File: src/hdl/vfs_pkg.sv
// ---------------------------------------------------------------------------
// vfs_pkg: shared types and constants of the volume flow statistics unit
// Field widths, register codes, queue entry, iterative unit request and
// back-end sequencer states.
// ---------------------------------------------------------------------------
package vfs_pkg;

    // fixed point and counter limits
    localparam int FRAC_BITS   = 16;
    localparam int MAX_CELLS   = 2097152;
    localparam int CNT_W       = 22;
    localparam int CNT_LIMIT   = (MAX_CELLS < 4194303) ? MAX_CELLS : 4194303;
    localparam logic [CNT_W-1:0] COUNT_CAP = CNT_W'(CNT_LIMIT);
    localparam int UNIT_W      = 18;
    localparam int WT_W        = 52;
    localparam logic [WT_W-1:0] WT_CAP = {WT_W{1'b1}};

    // stream widths
    localparam int IN_TDATA_W  = 128;
    localparam int OUT_TDATA_W = 176;

    // configuration register codes
    localparam int CFG_IDX_W = 3;
    localparam logic [CFG_IDX_W-1:0] CFG_UP_ENABLE = 3'd0;
    localparam logic [CFG_IDX_W-1:0] CFG_UP_DIR_X  = 3'd1;
    localparam logic [CFG_IDX_W-1:0] CFG_UP_DIR_Y  = 3'd2;
    localparam logic [CFG_IDX_W-1:0] CFG_UP_DIR_Z  = 3'd3;
    localparam logic [CFG_IDX_W-1:0] CFG_THRESHOLD = 3'd4;

    // queue between front and back
    localparam int Q_DEPTH = 2;
    localparam int Q_PTR_W = 1;

    // shared square root / divide unit
    localparam int ITER_CNT_W = 7;
    localparam int SQRT_STEPS = 32;
    localparam int DIV_STEPS  = 64;

    typedef struct packed {
        logic               up_enable;
        logic signed [31:0] up_dir_x;
        logic signed [31:0] up_dir_y;
        logic signed [31:0] up_dir_z;
        logic [15:0]        threshold;
    } cfg_t;

    typedef struct packed {
        logic signed [31:0] density;
        logic signed [31:0] vel_x;
        logic signed [31:0] vel_y;
        logic signed [31:0] vel_z;
        logic               solid;
        logic               active;
        logic               last;
    } voxel_t;

    typedef enum logic {
        ITER_SQRT,
        ITER_DIV
    } iter_op_t;

    typedef struct packed {
        logic        start;
        iter_op_t    op;
        logic [63:0] a;
        logic [WT_W-1:0] b;
    } iter_req_t;

    typedef enum logic [3:0] {
        BK_IDLE,
        BK_AX_MUL,
        BK_AX_SQRT,
        BK_AX_DIV,
        BK_V_MUL,
        BK_V_SQRT,
        BK_P_MUL,
        BK_P_FIN,
        BK_PD_MUL,
        BK_PD_ACC,
        BK_END,
        BK_M_DIV,
        BK_EMIT
    } back_state_t;

endpackage

File: src/hdl/vfs_queue.sv
// ---------------------------------------------------------------------------
// vfs_queue: short fifo between front and back
// Holds classified voxels so that each side stalls on its own.
// ---------------------------------------------------------------------------
module vfs_queue (
    input  logic            clk,
    input  logic            rst_n,
    input  logic            push,
    input  vfs_pkg::voxel_t push_data,
    output logic            full,
    input  logic            pop,
    output vfs_pkg::voxel_t head,
    output logic            empty
);
    import vfs_pkg::*;

    voxel_t             mem_reg [Q_DEPTH];
    logic [Q_PTR_W-1:0] wr_ptr_reg;
    logic [Q_PTR_W-1:0] rd_ptr_reg;
    logic [Q_PTR_W:0]   cnt_reg;
    logic               do_push;
    logic               do_pop;

    assign full    = (cnt_reg == (Q_PTR_W+1)'(Q_DEPTH));
    assign empty   = (cnt_reg == '0);
    assign do_push = push && !full;
    assign do_pop  = pop && !empty;
    assign head    = mem_reg[rd_ptr_reg];

    // pointers and fill count
    always_ff @(posedge clk or negedge rst_n)
    begin
        if (!rst_n)
        begin
            wr_ptr_reg <= '0;
            rd_ptr_reg <= '0;
            cnt_reg    <= '0;
        end
        else
        begin
            if (do_push)
            begin
                wr_ptr_reg <= (wr_ptr_reg == Q_PTR_W'(Q_DEPTH-1)) ? '0 : wr_ptr_reg + 1'b1;
            end
            if (do_pop)
            begin
                rd_ptr_reg <= (rd_ptr_reg == Q_PTR_W'(Q_DEPTH-1)) ? '0 : rd_ptr_reg + 1'b1;
            end
            if (do_push && !do_pop)
            begin
                cnt_reg <= cnt_reg + 1'b1;
            end
            else if (do_pop && !do_push)
            begin
                cnt_reg <= cnt_reg - 1'b1;
            end
        end
    end

    // entry storage
    always_ff @(posedge clk)
    begin
        if (do_push)
        begin
            mem_reg[wr_ptr_reg] <= push_data;
        end
    end

endmodule

File: config.mk
export PLATFORM = sky130hd
export DESIGN_NAME = vfs_queue
export DESIGN_NICKNAME = d
export VERILOG_FILES = /design/src/hdl/vfs_pkg.sv /design/src/hdl/vfs_queue.sv
export SDC_FILE = /design/constraint.sdc
export NUM_CORES = 1
export LEC_CHECK = 0
export BUFFER_PORTS_ARGS = -buffer_cell sky130_fd_sc_hd__buf_2
export CORE_ASPECT_RATIO = 2
export CORE_MARGIN = 2
export CORE_UTILIZATION = 46
export DETAILED_ROUTE_END_ITERATION = 8
export PLACE_DENSITY_LB_ADDON = 0.05
export SLEW_MARGIN = 30
export SYNTH_ARGS = -nofsm -noshare
export SYNTH_HDL_FRONTEND = slang
export SYNTH_SLANG_ARGS = --single-unit
File: constraint.sdc
create_clock -name clk -period 8.45 [get_ports clk]
set_clock_uncertainty 0.2 [all_clocks]
set_input_delay 1.69 -clock clk [delete_from_list [all_inputs] [get_ports clk]]
set_output_delay 1.69 -clock clk [all_outputs]
set_load 0.02 [all_outputs]
=== Word level (Yosys, flattened, before mapping) ===
Memory sizes are Yosys's and may differ from the RTL's.
Cells that the tools add are included.
Widths: inputs -> output; s select.

* Memories: 1
* Register bits after elaboration: 4
* ROM bits: 0
* Logic and storage cells: 25
* RAM bits: 262
* Output and inout bits: 133
* Latch bits: 0
* Input bits: 135

* Shift operators: 0
* Reductions and logical operators: 10
* $mul: 0
* Div/mod/pow operators: 0
* Equal/unequal tests: 1
* Magnitude comparators: 0
* Multiplexer cells: 6
* Bitwise logic cells: 0
* Add/subtract/negate cells: 4

{| class="wikitable"
|+ Memory list
! name !! words !! width !! rd ports !! clocked after memory_dff !! write ports !! RTL line !! source
|-
| mem_reg || 2 || 131 || 1 || 0 || 1 || vfs_queue.sv:17 || <nowiki>voxel_t mem_reg [Q_DEPTH];</nowiki>
|}

{| class="wikitable"
|+ Operator list
! operator !! number
|-
| $logic_and 1x1->1 || 4
|-
| $logic_not 1->1 || 4
|-
| $mux 1 || 4
|-
| $mux 2 || 2
|-
| $add 1x1->1 const B || 2
|-
| $add 2x1->2 const B || 1
|-
| $eq 2x2->1 const B || 1
|-
| $logic_not 2->1 || 1
|-
| $reduce_bool 2->1 || 1
|-
| $sub 2x1->2 const B || 1
|}

=== Depth between registers and ports, before layout ===
* Word-level depth: 7
* Depth in mapped cells: 7
* Mapped depth without buffers: 7

=== Worst setup path before layout ===
Ideal clock, no wire load.

* Kind: input port to flip-flop
* Start: input port push
* End: memory mem_reg[0][0] in the netlist's numbering (enable)
* Stages on the path: 2
* Path buffers: 0
* Data arrival time: 7.221 ns
* Required time: 7.627 ns
* Slack: 0.406 ns
* Library setup time: 0.623 ns
* Cell sequence: nand2_1 -> nor2_1

* Cells in the longest elaborated chain, start to end: 3

{| class="wikitable"
|+ Ends and longest elaborated chain
! what !! RTL line !! source
|-
| start, declared || vfs_queue.sv:8 || <nowiki>input logic push,</nowiki>
|-
| $logic_and 1x1->1 || vfs_queue.sv:26 || <nowiki>assign do_push = push && !full;</nowiki>
|-
| $mux 1 || vfs_queue.sv:63 || <nowiki>if (do_push)</nowiki>
|-
| $mux 1 (not written as such) || vfs_queue.sv:65 || <nowiki>mem_reg[wr_ptr_reg] <= push_data;</nowiki>
|-
| end, declared || vfs_queue.sv:17 ||
|}

No other way between the ends.

==> results.sh <==
export IMPL_critical_path_class="reg2out"
export IMPL_cts_tree="done"
export IMPL_syn_instance_count=427
export IMPL_yosys_top_cells_area="edfxtp_1 (79%), mux2_4 (12%), mux2_2 (5.8%)"
export IMPL_clkPwrFrac=0.218
export IMPL_vdd_drop_max_mv=0.266
export IMPL_grt_use_total=0.164
export IMPL_critPathMaxFanout=57
export IMPL_largest_register_ffs=262
export IMPL_design_area_um2=12300
export IMPL_multi_input_area_um2=1880
export IMPL_dieArea_um2=23000
export IMPL_wl_per_cell_um=19.2
export IMPL_drc=0
export IMPL_path_cells="buf_6, mux2_2, buf_2"
export IMPL_rsz0062_at_grt="no"
export IMPL_grt_pass1_vias=5363
export IMPL_ys_seq_area_frac=0.798
export IMPL_hold_viol=0
export IMPL_drt_first_pass_iters=4
export IMPL_synth_top_area_frac=0.788
export IMPL_status="complete, no violations"
export IMPL_fin_cells=1003
export IMPL_tightest_slew_ns=0.882
export IMPL_start_util=0.466
export IMPL_row_count=76
export IMPL_gp_congestion=0.731
export IMPL_drtAntennaViolNets=0
export IMPL_num_io_pins=268
export IMPL_synth_nets=563
export IMPL_critical_path_max_stage_delay_ns=0.77
export IMPL_dieHeight_um=212
export IMPL_relSlewSlack=0.412
export IMPL_p_sw_mw=1.43
export IMPL_ys_ff_latch=266
export IMPL_post_route_min_period_ns=4.45
export IMPL_grt_max_degree=84
export IMPL_cts_root_buf="clkbuf_16"
export IMPL_synth_warning_count=0
export IMPL_r2r_end="mem_reg[0][26]"
export IMPL_startpoint="rd_ptr_reg"
export IMPL_cts_resized=0
export IMPL_setup_worst_path_end="head[130]"
export IMPL_cp_required_ns=6.56
export IMPL_htreeDepth=1
export IMPL_io_buffers=267
export IMPL_area_growth_pct=22.9
export IMPL_netlist_area_um2=9980
export IMPL_seqPwrFrac=0.434
export IMPL_die_w_um=108
export IMPL_clock_fmax_ghz=0.225
export IMPL_cpMaxStageDelayCell="dfrtp_4"
export IMPL_antenna_found_initial=6
export IMPL_p_per_area_nw_per_um2=360
export IMPL_finalSetupViolations=0
export IMPL_drtIter0Drc=146
export IMPL_rr_startpoint="cnt_reg[0]"
export IMPL_worst_setup_path_end_kind="primary output"
export IMPL_hold_path_class="reg2reg"
export IMPL_vias=4852
export IMPL_nNetsFinal=845
export IMPL_cts_buffers=23
export IMPL_cts_sinks=266
export IMPL_clock_latency_ns=0.51
export IMPL_hold_buffers=0
export IMPL_hpwl_mm=12.8
export IMPL_dp_cells=957
export IMPL_clkSlewWorstSetupHoldPaths_ns=0.06
export IMPL_dpl_cell_area_um2=11600
export IMPL_start_kind="register"
export IMPL_r2r_setup_slack_ns=5.22
export IMPL_post_cts_buffers=0
export IMPL_maxSlewViolCount=0
export IMPL_maxCapViolations=0
export IMPL_setup_tns_ns=0
export IMPL_switching_share=0.325
export IMPL_worst_r2r_cell_count=5
export IMPL_wirelength_mm=19.3
export IMPL_worstPathArrival_ns=2.56
export IMPL_synth_cell_type_count=16
export IMPL_totalPowerFinal_mw=4.41
export IMPL_regArea_um2=7970
export IMPL_whs_ns=0.334
export IMPL_synth_top_area_cell="edfxtp_1"
export IMPL_internal_power_mw=2.98
export IMPL_fin_crit_sh=0.527
export IMPL_p_comb_frac=0.349
export IMPL_clock_path_buffers=3
export IMPL_viasPerCell=4.84
export IMPL_fp_coreArea_um2=21400
export IMPL_fillCellCount=1717
export IMPL_p_leak_nw=4.80
export IMPL_drive_gt1_frac=0.594
export IMPL_grt_first_pass_wirelength_mm=28.2
export IMPL_avgSynthCellArea_um2=23.4
export IMPL_grt_overflow=0
-- per-stage QoR --
stage / worst slack (ns) / utilization
floorplan: 0.406 / -
global placement: 4.07 / 0.541
global route: 3.84 / 0.573
finish: 4.00 / 0.573
CTS: 3.67 / 0.572
detailed placement: 3.97 / 0.541
-- critical path, delay by kind of cell, from the launching register on --
kind	cells	cell delay, ns
buffers and inverters	2	0.80
muxes	1	0.43
DFF	1	0.77
-- how the worst min path moves through the flow --
stage	start	endpoint	slack, ns	depth (start not counted)
floorplan	wr_ptr_reg	wr_ptr_reg	0.26	1
global placement	cnt_reg[1]	cnt_reg[1]	0.30	1
detailed placement	cnt_reg[1]	cnt_reg[1]	0.32	1
CTS	cnt_reg[1]	cnt_reg[1]	0.34	1
global route	cnt_reg[1]	cnt_reg[1]	0.35	1
finish	cnt_reg[1]	cnt_reg[1]	0.33	1
-- layout make-up --
cell class,instances,area share
clock inverters,13,0.00622
repair buffers,272,0.113
multi-input cells,144,0.153
inverters,2,0.000612
well taps,273,0.0279
flip-flops and latches,266,0.650
clock buffers,28,0.0485
diodes,5,0.00102
-- synth_stat cells, drive strengths merged --
cell type	n
edfxtp	262
mux2	131
buf	15
dfrtp	4
nor2	3
xnor2	3
inv	2
xor2	2
and3	1
ha	1
nand2	1
nand2b	1
o21ai	1
-- power groups by stage --
| stage | combinational (mW) | clock, mW | sequential (mW) |
|---|---|---|---|
| 5_1_grt | 1.64 | 1.03 | 1.94 |
| 4_1_cts | 1.58 | 0.993 | 1.92 |
| 3_5_place_dp | 1.57 | 0 | 1.95 |
| 6_report | 1.54 | 0.961 | 1.91 |
| 2_1_floorplan | 1.18 | 0 | 1.94 |
| 3_3_place_gp | 1.56 | 0 | 1.93 |
-- routing by layer --
layer | global-route usage | part of all wire | vias to the layer above
li1 | - | - | 2259
met1 | 0.166 | 0.34 | 2360
met2 | 0.303 | 0.55 | 189
met3 | 0.0445 | 0.078 | 42
met4 | 0.0769 | 0.038 | 2
met5 | 0 | 0.00073 | -
-- layout by cell type (no fill, tap or decap), drive strengths merged --
master and count:
clkbuf 28, ha 1, nor2 3, o21ai 1, dfrtp 4, bufinv 1
nand2b 1, edfxtp 262, mux2 131, xnor2 3, buf 272, inv 2
diode 5, nand2 1, xor2 2, clkinv 12, and3 1
-- kinds of logic after synthesis --
logic type,count (synthesis),synth area share
flops,266,0.798
mux,131,0.178
simple gates,6,0.00276
xor+xnor,5,0.00439
buf+inv,17,0.0149
compound gates,1,0.000501
fa+ha+maj,1,0.00125
No activity file was read; power rests on OpenSTA's default activity.
