### src/hdl/vfs_pkg.sv
// ---------------------------------------------------------------------------
// vfs_pkg: shared types and constants of the volume flow statistics unit
// Field widths, register codes, queue entry, iterative unit request and
// back-end sequencer states.
// ---------------------------------------------------------------------------
package vfs_pkg;

    // fixed point and counter limits
    localparam int FRAC_BITS   = 16;
    localparam int MAX_CELLS   = 2097152;
    localparam int CNT_W       = 22;
    localparam int CNT_LIMIT   = (MAX_CELLS < 4194303) ? MAX_CELLS : 4194303;
    localparam logic [CNT_W-1:0] COUNT_CAP = CNT_W'(CNT_LIMIT);
    localparam int UNIT_W      = 18;
    localparam int WT_W        = 52;
    localparam logic [WT_W-1:0] WT_CAP = {WT_W{1'b1}};

    // stream widths
    localparam int IN_TDATA_W  = 128;
    localparam int OUT_TDATA_W = 176;

    // configuration register codes
    localparam int CFG_IDX_W = 3;
    localparam logic [CFG_IDX_W-1:0] CFG_UP_ENABLE = 3'd0;
    localparam logic [CFG_IDX_W-1:0] CFG_UP_DIR_X  = 3'd1;
    localparam logic [CFG_IDX_W-1:0] CFG_UP_DIR_Y  = 3'd2;
    localparam logic [CFG_IDX_W-1:0] CFG_UP_DIR_Z  = 3'd3;
    localparam logic [CFG_IDX_W-1:0] CFG_THRESHOLD = 3'd4;

    // queue between front and back
    localparam int Q_DEPTH = 2;
    localparam int Q_PTR_W = 1;

    // shared square root / divide unit
    localparam int ITER_CNT_W = 7;
    localparam int SQRT_STEPS = 32;
    localparam int DIV_STEPS  = 64;

    typedef struct packed {
        logic               up_enable;
        logic signed [31:0] up_dir_x;
        logic signed [31:0] up_dir_y;
        logic signed [31:0] up_dir_z;
        logic [15:0]        threshold;
    } cfg_t;

    typedef struct packed {
        logic signed [31:0] density;
        logic signed [31:0] vel_x;
        logic signed [31:0] vel_y;
        logic signed [31:0] vel_z;
        logic               solid;
        logic               active;
        logic               last;
    } voxel_t;

    typedef enum logic {
        ITER_SQRT,
        ITER_DIV
    } iter_op_t;

    typedef struct packed {
        logic        start;
        iter_op_t    op;
        logic [63:0] a;
        logic [WT_W-1:0] b;
    } iter_req_t;

    typedef enum logic [3:0] {
        BK_IDLE,
        BK_AX_MUL,
        BK_AX_SQRT,
        BK_AX_DIV,
        BK_V_MUL,
        BK_V_SQRT,
        BK_P_MUL,
        BK_P_FIN,
        BK_PD_MUL,
        BK_PD_ACC,
        BK_END,
        BK_M_DIV,
        BK_EMIT
    } back_state_t;

endpackage

### src/hdl/vfs_iter.sv
// ---------------------------------------------------------------------------
// vfs_iter: shared iterative square root and divider
// Square root of a 64-bit value, one result bit a cycle, or 64 by 52-bit
// restoring division, one quotient bit a cycle.
// ---------------------------------------------------------------------------
module vfs_iter (
    input  logic               clk,
    input  logic               rst_n,
    input  vfs_pkg::iter_req_t req,
    output logic               done,
    output logic [63:0]        result
);
    import vfs_pkg::*;

    logic                  busy_reg;
    logic                  done_reg;
    iter_op_t              op_reg;
    logic [ITER_CNT_W-1:0] cnt_reg;
    logic [ITER_CNT_W-1:0] last_cnt;
    logic [63:0]           a_reg;
    logic [WT_W-1:0]       b_reg;
    logic [WT_W-1:0]       rem_reg;
    logic [63:0]           res_reg;
    logic [63:0]           bit_reg;
    logic [63:0]           trial;
    logic                  sq_ge;
    logic [WT_W:0]         div_t;
    logic                  div_ge;

    // one step of each operation
    always_comb
    begin
        trial  = res_reg + bit_reg;
        sq_ge  = (a_reg >= trial);
        div_t  = {rem_reg, a_reg[63]};
        div_ge = (div_t >= {1'b0, b_reg});
    end

    assign last_cnt = (op_reg == ITER_SQRT) ? ITER_CNT_W'(SQRT_STEPS-1)
                                            : ITER_CNT_W'(DIV_STEPS-1);
    assign done     = done_reg;
    assign result   = (op_reg == ITER_DIV) ? a_reg : res_reg;

    // control
    always_ff @(posedge clk or negedge rst_n)
    begin
        if (!rst_n)
        begin
            busy_reg <= 1'b0;
            done_reg <= 1'b0;
            cnt_reg  <= '0;
            op_reg   <= ITER_SQRT;
        end
        else
        begin
            done_reg <= 1'b0;
            if (req.start && !busy_reg)
            begin
                busy_reg <= 1'b1;
                cnt_reg  <= '0;
                op_reg   <= req.op;
            end
            else if (busy_reg)
            begin
                cnt_reg <= cnt_reg + 1'b1;
                if (cnt_reg == last_cnt)
                begin
                    busy_reg <= 1'b0;
                    done_reg <= 1'b1;
                end
            end
        end
    end

    // datapath
    always_ff @(posedge clk)
    begin
        if (req.start && !busy_reg)
        begin
            a_reg   <= req.a;
            b_reg   <= req.b;
            rem_reg <= '0;
            res_reg <= '0;
            bit_reg <= 64'h4000_0000_0000_0000;
        end
        else if (busy_reg)
        begin
            if (op_reg == ITER_SQRT)
            begin
                if (sq_ge)
                begin
                    a_reg   <= a_reg - trial;
                    res_reg <= (res_reg >> 1) + bit_reg;
                end
                else
                begin
                    res_reg <= res_reg >> 1;
                end
                bit_reg <= bit_reg >> 2;
            end
            else
            begin
                rem_reg <= div_ge ? WT_W'(div_t - {1'b0, b_reg}) : div_t[WT_W-1:0];
                a_reg   <= {a_reg[62:0], div_ge};
            end
        end
    end

endmodule

### config.mk
export PLATFORM = sky130hd
export DESIGN_NAME = vfs_iter
export DESIGN_NICKNAME = d
export VERILOG_FILES = /design/src/hdl/vfs_pkg.sv /design/src/hdl/vfs_iter.sv
export SDC_FILE = /design/constraint.sdc
export NUM_CORES = 1
export LEC_CHECK = 0
export BUFFER_PORTS_ARGS = -buffer_cell sky130_fd_sc_hd__buf_2
export CORE_AREA = 2 2 157 275
export CTS_BUF_LIST = sky130_fd_sc_hd__clkbuf_16
export DETAILED_ROUTE_END_ITERATION = 10
export DIE_AREA = 0 0 159 277
export HOLD_SLACK_MARGIN = 0.05
export PLACE_DENSITY_LB_ADDON = 0.08
export SLEW_MARGIN = 20
export SYNTH_ARGS = -nofsm -noshare
export SYNTH_HDL_FRONTEND = slang
export SYNTH_SLANG_ARGS = --single-unit
### constraint.sdc
create_clock -name clk -period 8.22 [get_ports clk]
set_input_delay 0.822 -clock clk [delete_from_list [all_inputs] [get_ports clk]]
set_output_delay 0.822 -clock clk [all_outputs]
set_load 0.005 [all_outputs]
Word level (Yosys, flattened, before mapping). Index checks and enable logic that the tools add are counted.

Flip-flop bits (word level): 274. Bits in latches: 0. Bits in writable memories: 0. Bits in read-only memories: 0. Input bits: 120. Output and inout port bits: 65. Memories kept: 0.

Add/subtract/negate cells: 5. Multiply operators: 0. Divide/modulo/power cells: 0. Magnitude comparators: 2. Equality and inequality tests: 1. Shift operators: 0. Muxes and demuxes: 16. Bitwise gates (word level): 1. Reductions and logical operators: 7.

Operators by type and width (number): $mux W64 (6); $add A63 B63 Y64 (1); $add A64 B63 Y64 (1); $ge A64 B64 Y1 (1); $sub A64 B64 Y64 (1); $ge A53 B52 Y1 (1); $mux W52 (1); $sub A52 B52 Y52 (1); $mux W7 (2); $add A7 B1 Y7 const B (1); $eq A7 B6 Y1 (1); $mux W1 (6); $mux W6 (1); $reduce_and A2 Y1 (3); $reduce_bool A3 Y1 (1); $reduce_bool A2 Y1 (1); $logic_and A1 B1 Y1 (1); $logic_not A1 Y1 (1); $not A1 Y1 (1).

Logic depth before layout (Yosys ltp).
Depth in word-level cells: 6. Depth in mapped cells: 28. Mapped depth without buffers: 25.

Least setup slack after synthesis. No wires, ideal clock.

Path type: register to register. From: register res_reg[6]. To: register a_reg[0], enable pin. Setup time: 0.486 ns. Arrival time: 7.186 ns. Slack: 0.547 ns. Stages on the path, launching flop included: 20. Path buffers: 2. Cell sequence: dfxtp_1 -> ha_1 -> and4_1 -> a21oi_1 -> o31a_1 -> o41a_1 -> o21ai_4 -> a41oi_4 -> o2111ai_4 -> a31oi_4 -> o21ai_0 -> xnor2_1 -> ha_1 -> clkbuf_1 -> nand4_1 -> or3_1 -> a221o_1 -> and3_1 -> clkbuf_1 -> nor2_1.

Word-level cells in the longest chain between the ends: 4.

Ends and longest elaborated chain: start: declaration (RTL line vfs_iter.sv:23) `logic [63:0] res_reg;`; start signal: assignment (RTL line vfs_iter.sv:93) `res_reg <= (res_reg >> 1) + bit_reg;`; start signal: assignment (RTL line vfs_iter.sv:97) `res_reg <= res_reg >> 1;`; $add A64 B63 Y64 (RTL line vfs_iter.sv:33) `trial = res_reg + bit_reg;`; $ge A64 B64 Y1 (RTL line vfs_iter.sv:34) `sq_ge = (a_reg >= trial);`; $reduce_bool A3 Y1 (no source line); $reduce_and A2 Y1 (no source line); end signal: assignment (RTL line vfs_iter.sv:80) `a_reg <= req.a;`; end signal: assignment (RTL line vfs_iter.sv:92) `a_reg <= a_reg - trial;`; end signal: assignment (RTL line vfs_iter.sv:104) `a_reg <= {a_reg[62:0], div_ge};`; end: declaration (RTL line vfs_iter.sv:20) `logic [63:0] a_reg;`.

No other way between the ends. A chain may end at the register's enable or synchronous reset.

Final worst setup path.
From: register res_reg[4]. To: register res_reg[8].

Word-level cells in the longest chain between the ends: 3.

Ends and longest elaborated chain: $add A64 B63 Y64 (RTL line vfs_iter.sv:33); $ge A64 B64 Y1 (RTL line vfs_iter.sv:34); $mux W64 (*) (RTL line vfs_iter.sv:90) `if (sq_ge)`.

Mark *: on every way between the ends. The rest lies on a longest branch, timed or not.

==> summary.md <==
| Metric | Value |
|---|---|
| Outcome | `finished, final reports clean` |
| Cts bufs inserted | `29` |
| Total negative slack | `0 ns` |
| Slew Limit Fails | `0` |
| Core Region | `roughly 42000 um^2` |
| Worst-skew pair later-pin latency | `between 0.5 and 0.6 ns` |
| Power density over cell area | `around 540 nW/um^2` |
| Setup Skew | `around 0.011 ns` |
| Post-CTS Resized | `0` |
| CP delay by family, top | `compound AO/OA/AOI/OAI gates` |
| Vias | `approximately 23000` |
| Yosys top cell by area | `edfxtp_1` |
| Setup violations, final | `0` |
| CTS tree | `done` |
| Initial antenna violation count | `0` |
| GPL Wtd Cong | `a little over 1` |
| Initial Util | `between 50% and 60%` |
| Avg Inst Size Synth | `between 7 and 8 um^2` |
| CP Launch Type | `flop` |
| Register area | `around 6700 um^2` |
| Clk buf depth | `3` |
| Clock transition at path regs | `0.07 ns` |
| CTS Sinks | `about 270` |
| Vias in the first global route | `roughly 23000` |
| Final Util | `roughly three fifths` |
| Crit path buf inv count | `1` |
| Hold buffer count at cts | `0` |
| Final hold violation count | `0` |
| H-tree depth | `1` |
| Layout area overhead | `8.72%` |
| Fin crit share | `between 80 and 90%` |
| Cell area after synthesis | `~23000 um^2` |
| Post-Synthesis Cells | `roughly 2900` |
| All-Layer GR Usage | `roughly 35%` |
| Max-cap violation count | `0` |
| Post-DRT Antenna Nets | `0` |
| Fill cells | `about 4000` |
| Crit path time final | `roughly 7.4 ns` |
| Slowest stage delay, CP | `0.55 ns` |
| Top_reg_cell synth | `dfxtp_1` |
| Port buffer count | `around 180` |
| Number of setup buffers added after CTS | `0` |
| Relative slew margins | `a little under a quarter` |
| Synth area leaders | `edfxtp_1 15%, dfxtp_1 13%, ha_1 9.9%` |
| Die ar. | `roughly 44000 um^2` |
| Drt first pass iters | `7` |
| # DRC | `0` |
| Rows | `100` |
| Synth cell count leaders | `331 x nand2_1, 292 x a21oi_1, 275 x o21ai_0, 202 x nor2_1, 183 x ha_1` |
| Max IR drop VDD | `0.000342 V` |
| Max Fanout on Critical Path | `43` |
| Post-Route WL | `between 80 and 90 mm` |
| CP Data Required Time | `8.65 ns` |
| I/O pin cnt | `between 150 and 200` |
| Number of synthesized flops with an enable pin | `116` |
| Min-Delay Path Class | `primary input to asynchronous set/reset pin` |
| Die Ht | `~280 um` |
| Final Cell Area | `between 20000 and 30000 um^2` |
| ANT cells | `0` |
| Kind of critical path | `flop to flop` |
| CP arrival | `about 8 ns` |
| Average wire per standard cell | `~22 um` |
| Worst-margin pin slew | `about 1.2 ns` |
| Async set-reset flop share out of synthesis | `under 10%` |
| Sequential share of the synthesized area | `28.9%` |
| Most common cell on crit path | `a21oi_1` |
| Post-place instance area | `between 20000 and 25000 um^2` |
| Worst Setup End Kind | `flop` |
| Nets | `approximately 3300` |
| Initial DRC count | `around 1700` |
| First-pass GRT wire length | `124 mm` |
| Largest net degree at the start of global routing | `98` |
| Leak | `about 0.010 uW` |
| Net Count, Synth | `3222` |
| Worst hold slack | `~0.074 ns` |
| Netlist cell types | `between 80 and 90` |
| Die X | `159 um` |
| Yosys Warn Count | `0` |
| Post-DP HPWL | `about 63 mm` |
| Fmax | `approximately 0.14 GHz` |
| Total gr overflow | `0` |
| Area of the multi-input gates | `15300 um^2` |
| Synth top area share | `between 10% and 20%` |
| Worst path slowest cell | `a21oi_1` |
| Share of post-route cells with drive strength above 1 | `between 10% and 20%` |
| RSZ-0062 raised after global routing | `false` |
| #FFs+latches synth | `roughly 270` |
| Clock root cell | `clkbuf_16` |
| Vias per cell | `6.33` |
| Cell with the most instances after synthesis | `nand2_1` |
| Tot Pwr | `13600 uW` |
## kinds of logic after synthesis
| kind of cell | after synthesis | share of synthesized area (%) |
|---|---|---|
| XOR/XNOR | 212 | 8.01 |
| multiplexers | 55 | 2.47 |
| AND/OR/NAND/NOR | 789 | 15.3 |
| adder cells (fa/ha/maj) | 185 | 10.1 |
| buffers and inverters | 314 | 5.29 |
| AO/OA/AOI/OAI | 1088 | 29.9 |
| flip-flops | 274 | 28.9 |
## metrics by stage
step,worst slack (ns),std cells
final,0.836,3566
after global placement,1.10,3512
after floorplan,0.547,2917
after detailed placement,1.01,3512
after CTS,0.992,3566
after global routing,0.416,3566
## cell usage in the layout, fill, tap and decap left out, types with 19 or more instances in the layout
| cell | count |
|---|---|
| nand2_1 | 331 |
| a21oi_1 | 292 |
| o21ai_0 | 275 |
| nor2_1 | 201 |
| buf_2 | 184 |
| ha_1 | 183 |
| dfxtp_1 | 148 |
| inv_1 | 147 |
| xnor2_1 | 136 |
| edfxtp_1 | 116 |
| a21o_1 | 92 |
| xor2_1 | 76 |
| a31oi_1 | 71 |
| o21a_1 | 60 |
| nand4_1 | 59 |
| nand3_1 | 52 |
| o211ai_1 | 41 |
| o21bai_1 | 38 |
| mux2i_1 | 37 |
| a211oi_1 | 36 |
| clkbuf_16 | 29 |
| nor3_1 | 25 |
| nand2b_1 | 21 |
| nor2b_1 | 21 |
| o31ai_1 | 19 |
| buf_4 | 19 |
## metal layers
layer | share of wire [%] | GRT usage (%)
met2 | 53 | 67.5
met1 | 34 | 34.2
met4 | 9.0 | 27.5
met3 | 4.3 | 3.85
met5 | 0 | 0
## path summary, 6_finish.rpt
| kind | from | end | slack [ns] | cells past startpoint |
|---|---|---|---|---|
| worst min-delay path | rst_n | op_reg | 0.07 | 1 |
| worst max register to register | res_reg[4] | res_reg[8] | 0.84 | 25 |
| min in group clk | req[48] | b_reg[48] | 0.40 | 1 |
| max in group asynchronous | rst_n | op_reg | 7.94 | 1 |
| worst min register to register | cnt_reg[6] | done | 0.48 | 1 |
| worst max-delay path | res_reg[4] | res_reg[8] | 0.84 | 25 |
## power breakdown
part | internal [uW] | total [uW] | switching (uW)
combinational | 3670 | 9340 | 5670
sequential | 2230 | 2980 | 742
clock | 651 | 1280 | 625
## area by class of cell
cell class	count	area share [%]
Clock buffer	29	2.88
Clock inverter	25	0.601
Inverter	144	2.17
Multi-Input combinational cell	2329	60.7
Sequential cell	274	26.6
Tap cell	561	2.79
Timing Repair Buffer	204	4.30
(Power assumes the default switching activity.)
