File: src/hdl/vfs_pkg.sv
// ---------------------------------------------------------------------------
// vfs_pkg: shared types and constants of the volume flow statistics unit
// Field widths, register codes, queue entry, iterative unit request and
// back-end sequencer states.
// ---------------------------------------------------------------------------
package vfs_pkg;

    // fixed point and counter limits
    localparam int FRAC_BITS   = 16;
    localparam int MAX_CELLS   = 2097152;
    localparam int CNT_W       = 22;
    localparam int CNT_LIMIT   = (MAX_CELLS < 4194303) ? MAX_CELLS : 4194303;
    localparam logic [CNT_W-1:0] COUNT_CAP = CNT_W'(CNT_LIMIT);
    localparam int UNIT_W      = 18;
    localparam int WT_W        = 52;
    localparam logic [WT_W-1:0] WT_CAP = {WT_W{1'b1}};

    // stream widths
    localparam int IN_TDATA_W  = 128;
    localparam int OUT_TDATA_W = 176;

    // configuration register codes
    localparam int CFG_IDX_W = 3;
    localparam logic [CFG_IDX_W-1:0] CFG_UP_ENABLE = 3'd0;
    localparam logic [CFG_IDX_W-1:0] CFG_UP_DIR_X  = 3'd1;
    localparam logic [CFG_IDX_W-1:0] CFG_UP_DIR_Y  = 3'd2;
    localparam logic [CFG_IDX_W-1:0] CFG_UP_DIR_Z  = 3'd3;
    localparam logic [CFG_IDX_W-1:0] CFG_THRESHOLD = 3'd4;

    // queue between front and back
    localparam int Q_DEPTH = 2;
    localparam int Q_PTR_W = 1;

    // shared square root / divide unit
    localparam int ITER_CNT_W = 7;
    localparam int SQRT_STEPS = 32;
    localparam int DIV_STEPS  = 64;

    typedef struct packed {
        logic               up_enable;
        logic signed [31:0] up_dir_x;
        logic signed [31:0] up_dir_y;
        logic signed [31:0] up_dir_z;
        logic [15:0]        threshold;
    } cfg_t;

    typedef struct packed {
        logic signed [31:0] density;
        logic signed [31:0] vel_x;
        logic signed [31:0] vel_y;
        logic signed [31:0] vel_z;
        logic               solid;
        logic               active;
        logic               last;
    } voxel_t;

    typedef enum logic {
        ITER_SQRT,
        ITER_DIV
    } iter_op_t;

    typedef struct packed {
        logic        start;
        iter_op_t    op;
        logic [63:0] a;
        logic [WT_W-1:0] b;
    } iter_req_t;

    typedef enum logic [3:0] {
        BK_IDLE,
        BK_AX_MUL,
        BK_AX_SQRT,
        BK_AX_DIV,
        BK_V_MUL,
        BK_V_SQRT,
        BK_P_MUL,
        BK_P_FIN,
        BK_PD_MUL,
        BK_PD_ACC,
        BK_END,
        BK_M_DIV,
        BK_EMIT
    } back_state_t;

endpackage

File: src/hdl/vfs_front.sv
// ---------------------------------------------------------------------------
// vfs_front: input stage
// Takes voxel words from the slave stream, classifies them against the
// activity threshold and hands them to the queue.
// ---------------------------------------------------------------------------
module vfs_front (
    input  logic                          clk,
    input  logic                          rst_n,
    input  logic                          s_tvalid,
    output logic                          s_tready,
    input  logic [vfs_pkg::IN_TDATA_W-1:0] s_tdata,
    input  logic                          s_tlast,
    input  logic                          s_tuser,
    input  logic [15:0]                   threshold,
    output logic                          push,
    output vfs_pkg::voxel_t               push_data,
    input  logic                          q_full
);
    import vfs_pkg::*;

    logic   stage_valid_reg;
    voxel_t stage_reg;
    voxel_t stage_next;
    logic   accept;

    // classify incoming word
    always_comb
    begin
        stage_next.density = s_tdata[31:0];
        stage_next.vel_x   = s_tdata[63:32];
        stage_next.vel_y   = s_tdata[95:64];
        stage_next.vel_z   = s_tdata[127:96];
        stage_next.solid   = s_tuser;
        stage_next.last    = s_tlast;
        stage_next.active  = !s_tdata[31] && (s_tdata[30:0] > 31'(threshold));
    end

    assign s_tready  = !stage_valid_reg || !q_full;
    assign accept    = s_tvalid && s_tready;
    assign push      = stage_valid_reg;
    assign push_data = stage_reg;

    // stage valid
    always_ff @(posedge clk or negedge rst_n)
    begin
        if (!rst_n)
        begin
            stage_valid_reg <= 1'b0;
        end
        else if (accept)
        begin
            stage_valid_reg <= 1'b1;
        end
        else if (!q_full)
        begin
            stage_valid_reg <= 1'b0;
        end
    end

    // stage payload
    always_ff @(posedge clk)
    begin
        if (accept)
        begin
            stage_reg <= stage_next;
        end
    end

endmodule

File: config.mk
export PLATFORM = sky130hd
export DESIGN_NAME = vfs_front
export DESIGN_NICKNAME = d
export VERILOG_FILES = /design/src/hdl/vfs_pkg.sv /design/src/hdl/vfs_front.sv
export SDC_FILE = /design/constraint.sdc
export NUM_CORES = 1
export LEC_CHECK = 0
export ABC_AREA = 0
export BUFFER_PORTS_ARGS = -buffer_cell sky130_fd_sc_hd__buf_2
export CAP_MARGIN = 40
export CORE_AREA = 2 2 110 112
export CTS_CLUSTER_SIZE = 40
export DETAILED_ROUTE_END_ITERATION = 7
export DIE_AREA = 0 0 112 114
export GPL_ROUTABILITY_DRIVEN = 1
export GPL_TIMING_DRIVEN = 1
export PLACE_DENSITY = 0.71
export SKIP_CTS_REPAIR_TIMING = 1
export SYNTH_ARGS = -nofsm -noshare
export SYNTH_HDL_FRONTEND = slang
export SYNTH_SLANG_ARGS = --single-unit
File: constraint.sdc
create_clock -name clk -period 5.61 [get_ports clk]
set_input_delay 1.122 -clock clk [delete_from_list [all_inputs] [get_ports clk]]
set_output_delay 1.122 -clock clk [all_outputs]
set_load 0.01 [all_outputs]
Word-level counts from Yosys, hierarchy flattened
Index checks and enable logic that the tools add are counted.
{"block": "word_totals", "reg_bits": 132, "latchBits": 0, "ramBits": 0, "rom_bits": 0, "out_inout_bits": 133, "n_memories": 0}
{"block": "op_classes", "addsub": 0, "mul": 0, "div_mod_pow": 0, "magnitude_cmp": 1, "n_eq_ne": 1, "shift": 0, "muxes": 2, "bitwise": 0, "reduce_logical": 6}
{"op": "$gt 31x16->1", "count": 1}
{"op": "$logic_not 1->1", "count": 3}
{"op": "$logic_and 1x1->1", "count": 2}
{"op": "$mux 1", "count": 2}
{"op": "$ne 2x1->1 const B", "count": 1}
{"op": "$logic_or 1x1->1", "count": 1}

Logic depth before layout (Yosys ltp)
Gate-level depths: netlist (run 1).
{"block": "depth", "depth_word": 4, "ltp_mapped": 6}

Worst setup path after synthesis (run 1)
OpenSTA, ideal clock, no wires.
{"block": "synth_path", "path_kind": "input-to-reg", "from": "input port q_full", "to": "register stage_reg, in the netlist push_data[0] (enable)", "setup_time_ns": 0.506, "arrival_time_ns": 4.299, "path_slack_ns": 0.804, "path_stages": 2, "path_buffers": 0, "path_cell_list": "nand2_1 and2_1"}
{"block": "synth_between", "elab_chain_len": 3}
{"item": "start, declared", "line": "vfs_front.sv:17", "rtl": "input logic q_full"}
{"item": "$logic_not 1->1"}
{"item": "$logic_or 1x1->1", "line": "vfs_front.sv:38", "rtl": "assign s_tready = !stage_valid_reg || !q_full;"}
{"item": "$logic_and 1x1->1", "line": "vfs_front.sv:39", "rtl": "assign accept = s_tvalid && s_tready;"}
{"item": "named net accept", "line": "vfs_front.sv:24", "rtl": "logic accept;"}
{"item": "end signal, assigned", "line": "vfs_front.sv:65", "rtl": "stage_reg <= stage_next;"}
{"item": "end, declared", "line": "vfs_front.sv:22", "rtl": "voxel_t stage_reg;"}
The timed path passes the listed nets, and every way through them passes these cells.
A chain may end at the register's enable or synchronous reset.

Final worst setup path (run 1)
{"block": "layout_path", "from": "input port q_full", "to": "output port s_tready"}
{"block": "layout_between", "elab_chain_len": 2}
{"item": "$logic_not 1->1"}
{"item": "$logic_or 1x1->1", "line": "vfs_front.sv:38"}
{"item": "end, declared", "line": "vfs_front.sv:10", "rtl": "output logic s_tready,"}
Every way passes these cells.

==> results of run 1 <==
-- metrics by stage --
stage | setup WS, ns | cells
2_1_floorplan | 0.804 | 198
3_3_place_gp | 2.78 | 629
3_5_place_dp | 2.78 | 629
4_1_cts | 3.05 | 661
5_1_grt | 3.02 | 662
6_report | 3.05 | 662
-- final cells by class --
cell class | instances | area [µm²] | area share
flip-flops and latches | 132 | 3960 | 0.594
repair buffers | 284 | 1430 | 0.214
clock buffers | 20 | 437 | 0.0655
multi-input cells | 49 | 433 | 0.0649
well taps | 147 | 184 | 0.0276
clock inverters | 12 | 161 | 0.0242
inverters | 17 | 63.8 | 0.00957
diodes | 1 | 2.50 | 0.000375
-- state kept, by name (all words and copies together), names as in the netlist --
register and cells:
push_data 131, push 1
-- Yosys cell counts, types with 2 or more instances --
library cell,n
sky130_fd_sc_hd__nor4_1,3
sky130_fd_sc_hd__a211oi_1,3
sky130_fd_sc_hd__nand2_1,2
sky130_fd_sc_hd__ha_1,16
sky130_fd_sc_hd__inv_1,17
sky130_fd_sc_hd__edfxtp_1,131
sky130_fd_sc_hd__nand4_1,4
sky130_fd_sc_hd__o21ai_0,3
sky130_fd_sc_hd__a21oi_1,3
-- critical path, stage by stage --
cell,delay (ns)
sky130_fd_sc_hd__buf_2,0.09
sky130_fd_sc_hd__nand2_1,0.08
sky130_fd_sc_hd__buf_2,0.14
-- per-layer routing --
layer	global-route usage	wire (µm)
met2	0.303	5970
met3	0.0590	923
met1	0.172	3740
met5	0	0
met4	0.100	301
-- worst max path at each step --
stage | start | end | slack (ns) | cells past startpoint
after floorplan | q_full | push_data[0] | 0.80 | 2
after global placement | s_tdata[8] | push_data[1] | 2.78 | 6
after detailed placement | s_tdata[6] | push_data[1] | 2.78 | 6
after CTS | q_full | s_tready | 3.05 | 3
after global routing | q_full | s_tready | 3.02 | 3
final | q_full | s_tready | 3.05 | 3
-- power groups by stage --
stage	Sequential [W]	Combinational, W	Clock [W]
3_3_place_gp	0.00118	0.000188	0
6_report	0.00116	0.000191	0.00111
4_1_cts	0.00117	0.000195	0.00114
3_5_place_dp	0.00119	0.000194	0
5_1_grt	0.00117	0.000209	0.00118
2_1_floorplan	0.00122	0.0000403	0
-- cell families (layout without fill, tap and decap cells) --
family | count (synthesis) | after routing | synth area share
flops | 132 | 132 | 0.889
simple gates | 19 | 19 | 0.0295
buf+inv | 17 | 333 | 0.0143
fa+ha+maj | 16 | 16 | 0.0450
compound gates | 14 | 14 | 0.0222
other cells | 0 | 1 | 0
==> flow_summary.yaml, run 1 <==
drt:
  vias: 2977
  wl_um: 10900
  drt_pass1_iterations: 4
  drt_first_iter_violations: 194
  routed_len_inst_um: 16.5
  drc_errors: 0
  viasPerCell: 4.50
  drtAntennaViolNets: 0
synth:
  syn-num-nets: 364
  synth_ff_type: "sky130_fd_sc_hd__edfxtp_1"
  yosysTopAreaCell: "sky130_fd_sc_hd__edfxtp_1"
  seq_area_frac_synth: 0.889
  synth-async-reset-ratio: 0.00758
  syn-cell-area_um2: 4450
  synth.ff_latch_count: 132
  avgSynthCellArea_um2: 22.5
  synth_cells: 198
  ys_warns: 0
  proportion_of_netlist_area_held_by_the_largest_area_contributor: 0.883
  synth_edf_count: 131
  synthDistinctLibCells: 25
  synth_area_leaders: "sky130_fd_sc_hd__edfxtp_1, sky130_fd_sc_hd__ha_1, sky130_fd_sc_hd__inv_1"
place:
  place_area_um2: 6070
  gp_congestion: 0.800
  detailed_place_hpwl_um: 8480
  numPortBuffers: 282
sta:
  rel_slew_slack: 0.526
  slew_violations: 0
  whs_ns: 0.490
  clock_skew_after_layout_ns: 0.00321
  worst_slew_pin_slew_ns: 0.710
  rsz0062_at_grt: "false"
  layout_min_cycle_time_ns: 2.56
  achievable-frequency_ghz: 0.391
  hold_viol: 0
  setup_violations: 0
  period_share: 0.456
  finalSetupTns_ns: 0
grt:
  grt_start_max_net_pins: 59
  grt_pass1_vias: 3114
  global_route.overflow_total: 0
  grt_first_pass_wirelength_um: 16000
  antenna_found_initial: 1
  grt.total_usage: 0.169
floorplanning:
  io_pins: 283
  die_w_um: 112
  die_height_um: 114
  start_util: 0.380
  coreArea_um2: 11700
  fp-row-count: 40
  design.die.area_um2: 12800
critical_path:
  crit_type: "input pin to output pin"
  startpoint_type: "input pin"
  reg2reg_depth: 3
  worst-path-max-fanout: 3
  worst-endpoint-arrival_ns: 1.44
  critical_path.endpoint_type: "output pin"
  end_of_the_worst_register_to_register_path: "push_data[36]"
  timing.rr.start: "push"
  required_ns: 4.49
  worst-r2r-setup-slack_ns: 3.77
power:
  power.sequential.fraction: 0.472
  comb_power_share: 0.078
  power_frac_clock: 0.450
  p_leak_nw: 2.95
  peak_supply_drop_v: 0.000214
  pwr_density_cell_nw_per_um2: 370
  netSwitchingFraction: 0.200
  netSwitchingPower_w: 0.000494
  p_total_w: 0.00247
  cell_internal_pwr_w: 0.00197
status:
  outcome: "complete, no violations"
clocking:
  clk_latency_ns: 0.40
  tritoncts: "done"
  root_driver: "sky130_fd_sc_hd__clkbuf_16"
  ctsLongestPathBuffers: 2
  cts_max_level: 4
  cts_sinks: 132
  cts-buffers-inserted: 17
  clk_pin_slew_ns: 0.05
layout:
  filler_cell_count: 950
  final_cell_mix: "sky130_fd_sc_hd__buf_2, sky130_fd_sc_hd__edfxtp_1, sky130_fd_sc_hd__inv_1, sky130_fd_sc_hd__clkbuf_16, sky130_fd_sc_hd__ha_1"
  final_layout_size_suffix_gt1_frac: 0.615
  design.final.nets: 667
  leading_cell_type_in_the_layout_fill_and_taps_excluded: "sky130_fd_sc_hd__buf_2"
  area_growth_syn_to_layout_pct: 49.7
  fin_area_um2: 6670
  final_core_util: 0.569
worst_hold_path:
  tightest_hold_check_type: "input pin to asynchronous set/reset pin"
run:
  max-cap-violations: 0
No activity file was read; power rests on OpenSTA's default activity.
==> run 2: changes to the inputs <==
- CORE_AREA: 2 2 110 112 -> default
- CORE_MARGIN: default -> 2
- CORE_UTILIZATION: default -> 38
- DIE_AREA: 0 0 112 114 -> default
- PLACE_DENSITY: 0.71 -> 0.73
- clock period: 5.61 -> 2.3 ns (I/O delays scaled with it)
==> flow_summary.yaml, run 2 (synthesis gave the netlist of run 1 again) <==
sta:
  worst_slew_pin_slew_ns: 0.532
  achievable-frequency_ghz: 0.575
  rel_slew_slack: 0.636
  slew_violations: 0
  period_share: 0.757
  rsz0062_at_grt: "false"
  setup_violations: 0
  finalSetupTns_ns: 0
  hold_viol: 0
  clock_skew_after_layout_ns: 0.00434
  layout_min_cycle_time_ns: 1.74
layout:
  design.final.nets: 668
  area.sequential_um2: 3960
  area_growth_syn_to_layout_pct: 48.8
  final_layout_size_suffix_gt1_frac: 0.614
  leading_cell_type_in_the_layout_fill_and_taps_excluded: "sky130_fd_sc_hd__buf_2"
  filler_cell_count: 926
  final_cell_mix: "sky130_fd_sc_hd__buf_2, sky130_fd_sc_hd__edfxtp_1, sky130_fd_sc_hd__inv_1, sky130_fd_sc_hd__clkbuf_16, sky130_fd_sc_hd__ha_1"
  multi_input_comb_area_um2: 433
  largest_register_ffs: 131
drt:
  vias: 3013
  drc_errors: 0
  drt_first_iter_violations: 152
  drtAntennaViolNets: 0
  wl_um: 11100
  drt_pass1_iterations: 4
  routed_len_inst_um: 16.8
  viasPerCell: 4.57
critical_path:
  timing.critical_path.slowest_stage_cell: "sky130_fd_sc_hd__a2111oi_0"
  critical_path.endpoint_type: "flip-flop"
  reg2reg_depth: 3
  worst-endpoint-arrival_ns: 1.88
  path_cells: "buf_2 -> ha_1 -> a21oi_1 -> o21ai_0 -> a2111oi_0 -> o221ai_2"
  crit_family: "compound AO/OA/AOI/OAI gates"
  worst-r2r-setup-slack_ns: 0.76
  timing.rr.start: "push"
  worstPathBufferInverterCount: 1
  required_ns: 2.44
  end_of_the_worst_register_to_register_path: "push_data[81]"
  startpoint_type: "input pin"
  crit_type: "input pin to flip-flop"
  crit_path_max_incr_delay_ns: 0.55
  worst-path-max-fanout: 3
floorplanning:
  coreArea_um2: 11400
  die_height_um: 112
  design.die.area_um2: 12600
  io_pins: 283
  start_util: 0.390
  die_w_um: 112
  fp-row-count: 39
worst_hold_path:
  min_delay_worst_endpoint: "push_data[83]"
  min_path_cells: 1
  hold_path_startpoint: "s_tdata[48]"
  tightest_hold_check_type: "input pin to flip-flop"
power:
  cell_internal_pwr_w: 0.00448
  comb_power_share: 0.083
  netSwitchingPower_w: 0.00122
  peak_supply_drop_v: 0.000525
  power.sequential.fraction: 0.498
  power_frac_clock: 0.419
  pwr_density_cell_nw_per_um2: 861
  p_total_w: 0.00570
  netSwitchingFraction: 0.214
  p_leak_nw: 2.93
grt:
  grt_first_pass_wirelength_um: 16300
  antenna_found_initial: 1
  grt_start_max_net_pins: 57
  grt_pass1_vias: 3166
  grt.total_usage: 0.176
  global_route.overflow_total: 0
place:
  detailed_place_hpwl_um: 8790
  gp_congestion: 0.780
  numPortBuffers: 282
clocking:
  cts_sinks: 132
  cts-buffers-inserted: 17
  cts_max_level: 4
  tritoncts: "done"
  clk_latency_ns: 0.41
  ctsLongestPathBuffers: 2
  root_driver: "sky130_fd_sc_hd__clkbuf_16"
  clk_pin_slew_ns: 0.06
status:
  outcome: "complete, no violations"
run:
  max-cap-violations: 0
run 2: final cells by class:
cell class / count / area share
Antenna cell: 1 / 0.000378
Multi-Input combinational cell: 49 / 0.0653
Timing Repair Buffer: 285 / 0.221
Clock inverter: 12 / 0.0136
Clock buffer: 20 / 0.0659
Tap cell: 143 / 0.0270
Inverter: 17 / 0.00963
Sequential cell: 132 / 0.598
run 2: metrics by stage:
step                setup WS [ns]   util  cells  hold WS [ns]  cell area (µm²)
detailed placement         0.0626  0.533    625         0.242             6090
floorplan                   0.305      -    198         0.164             4460
global placement            0.126  0.533    625         0.246             6090
global route                0.424  0.580    659         0.202             6630
finish                      0.560  0.580    659         0.224             6630
CTS                         0.510  0.579    657        -0.203             6610
run 2: power by group through the flow:
stage | Sequential [W] | Clock, W | Combinational, W
global placement | 0.00288 | 0 | 0.000469
CTS | 0.00284 | 0.00245 | 0.000483
detailed placement | 0.00289 | 0 | 0.000482
floorplan | 0.00296 | 0 | 0.0000997
finish | 0.00284 | 0.00239 | 0.000474
global route | 0.00285 | 0.00255 | 0.000519
run 2: worst register-to-register path: cells and delay by family (launching register included):
| family | cells | cell delay, ns |
|---|---|---|
| and+or+nand+nor | 2 | 0.49 |
| DFF | 1 | 0.37 |
| buffers and inverters | 1 | 0.33 |
run 2: worst max-delay path by stage:
stage	start	endpoint	slack, ns	depth (start not counted)
after global placement	s_tdata[6]	push_data[1]	0.13	6
after detailed placement	s_tdata[6]	push_data[1]	0.06	6
after floorplan	q_full	push_data[0]	0.31	2
final	s_tdata[6]	push_data[1]	0.56	6
after global routing	s_tdata[6]	push_data[1]	0.42	6
after CTS	s_tdata[6]	push_data[1]	0.51	6
run 2: layer usage:
layer,track usage,vias up,share of wire
met1,0.181,1414,0.35
met2,0.311,169,0.53
met4,0.0894,0,0.031
met5,0,-,0
met3,0.0686,26,0.086
li1,-,1404,-
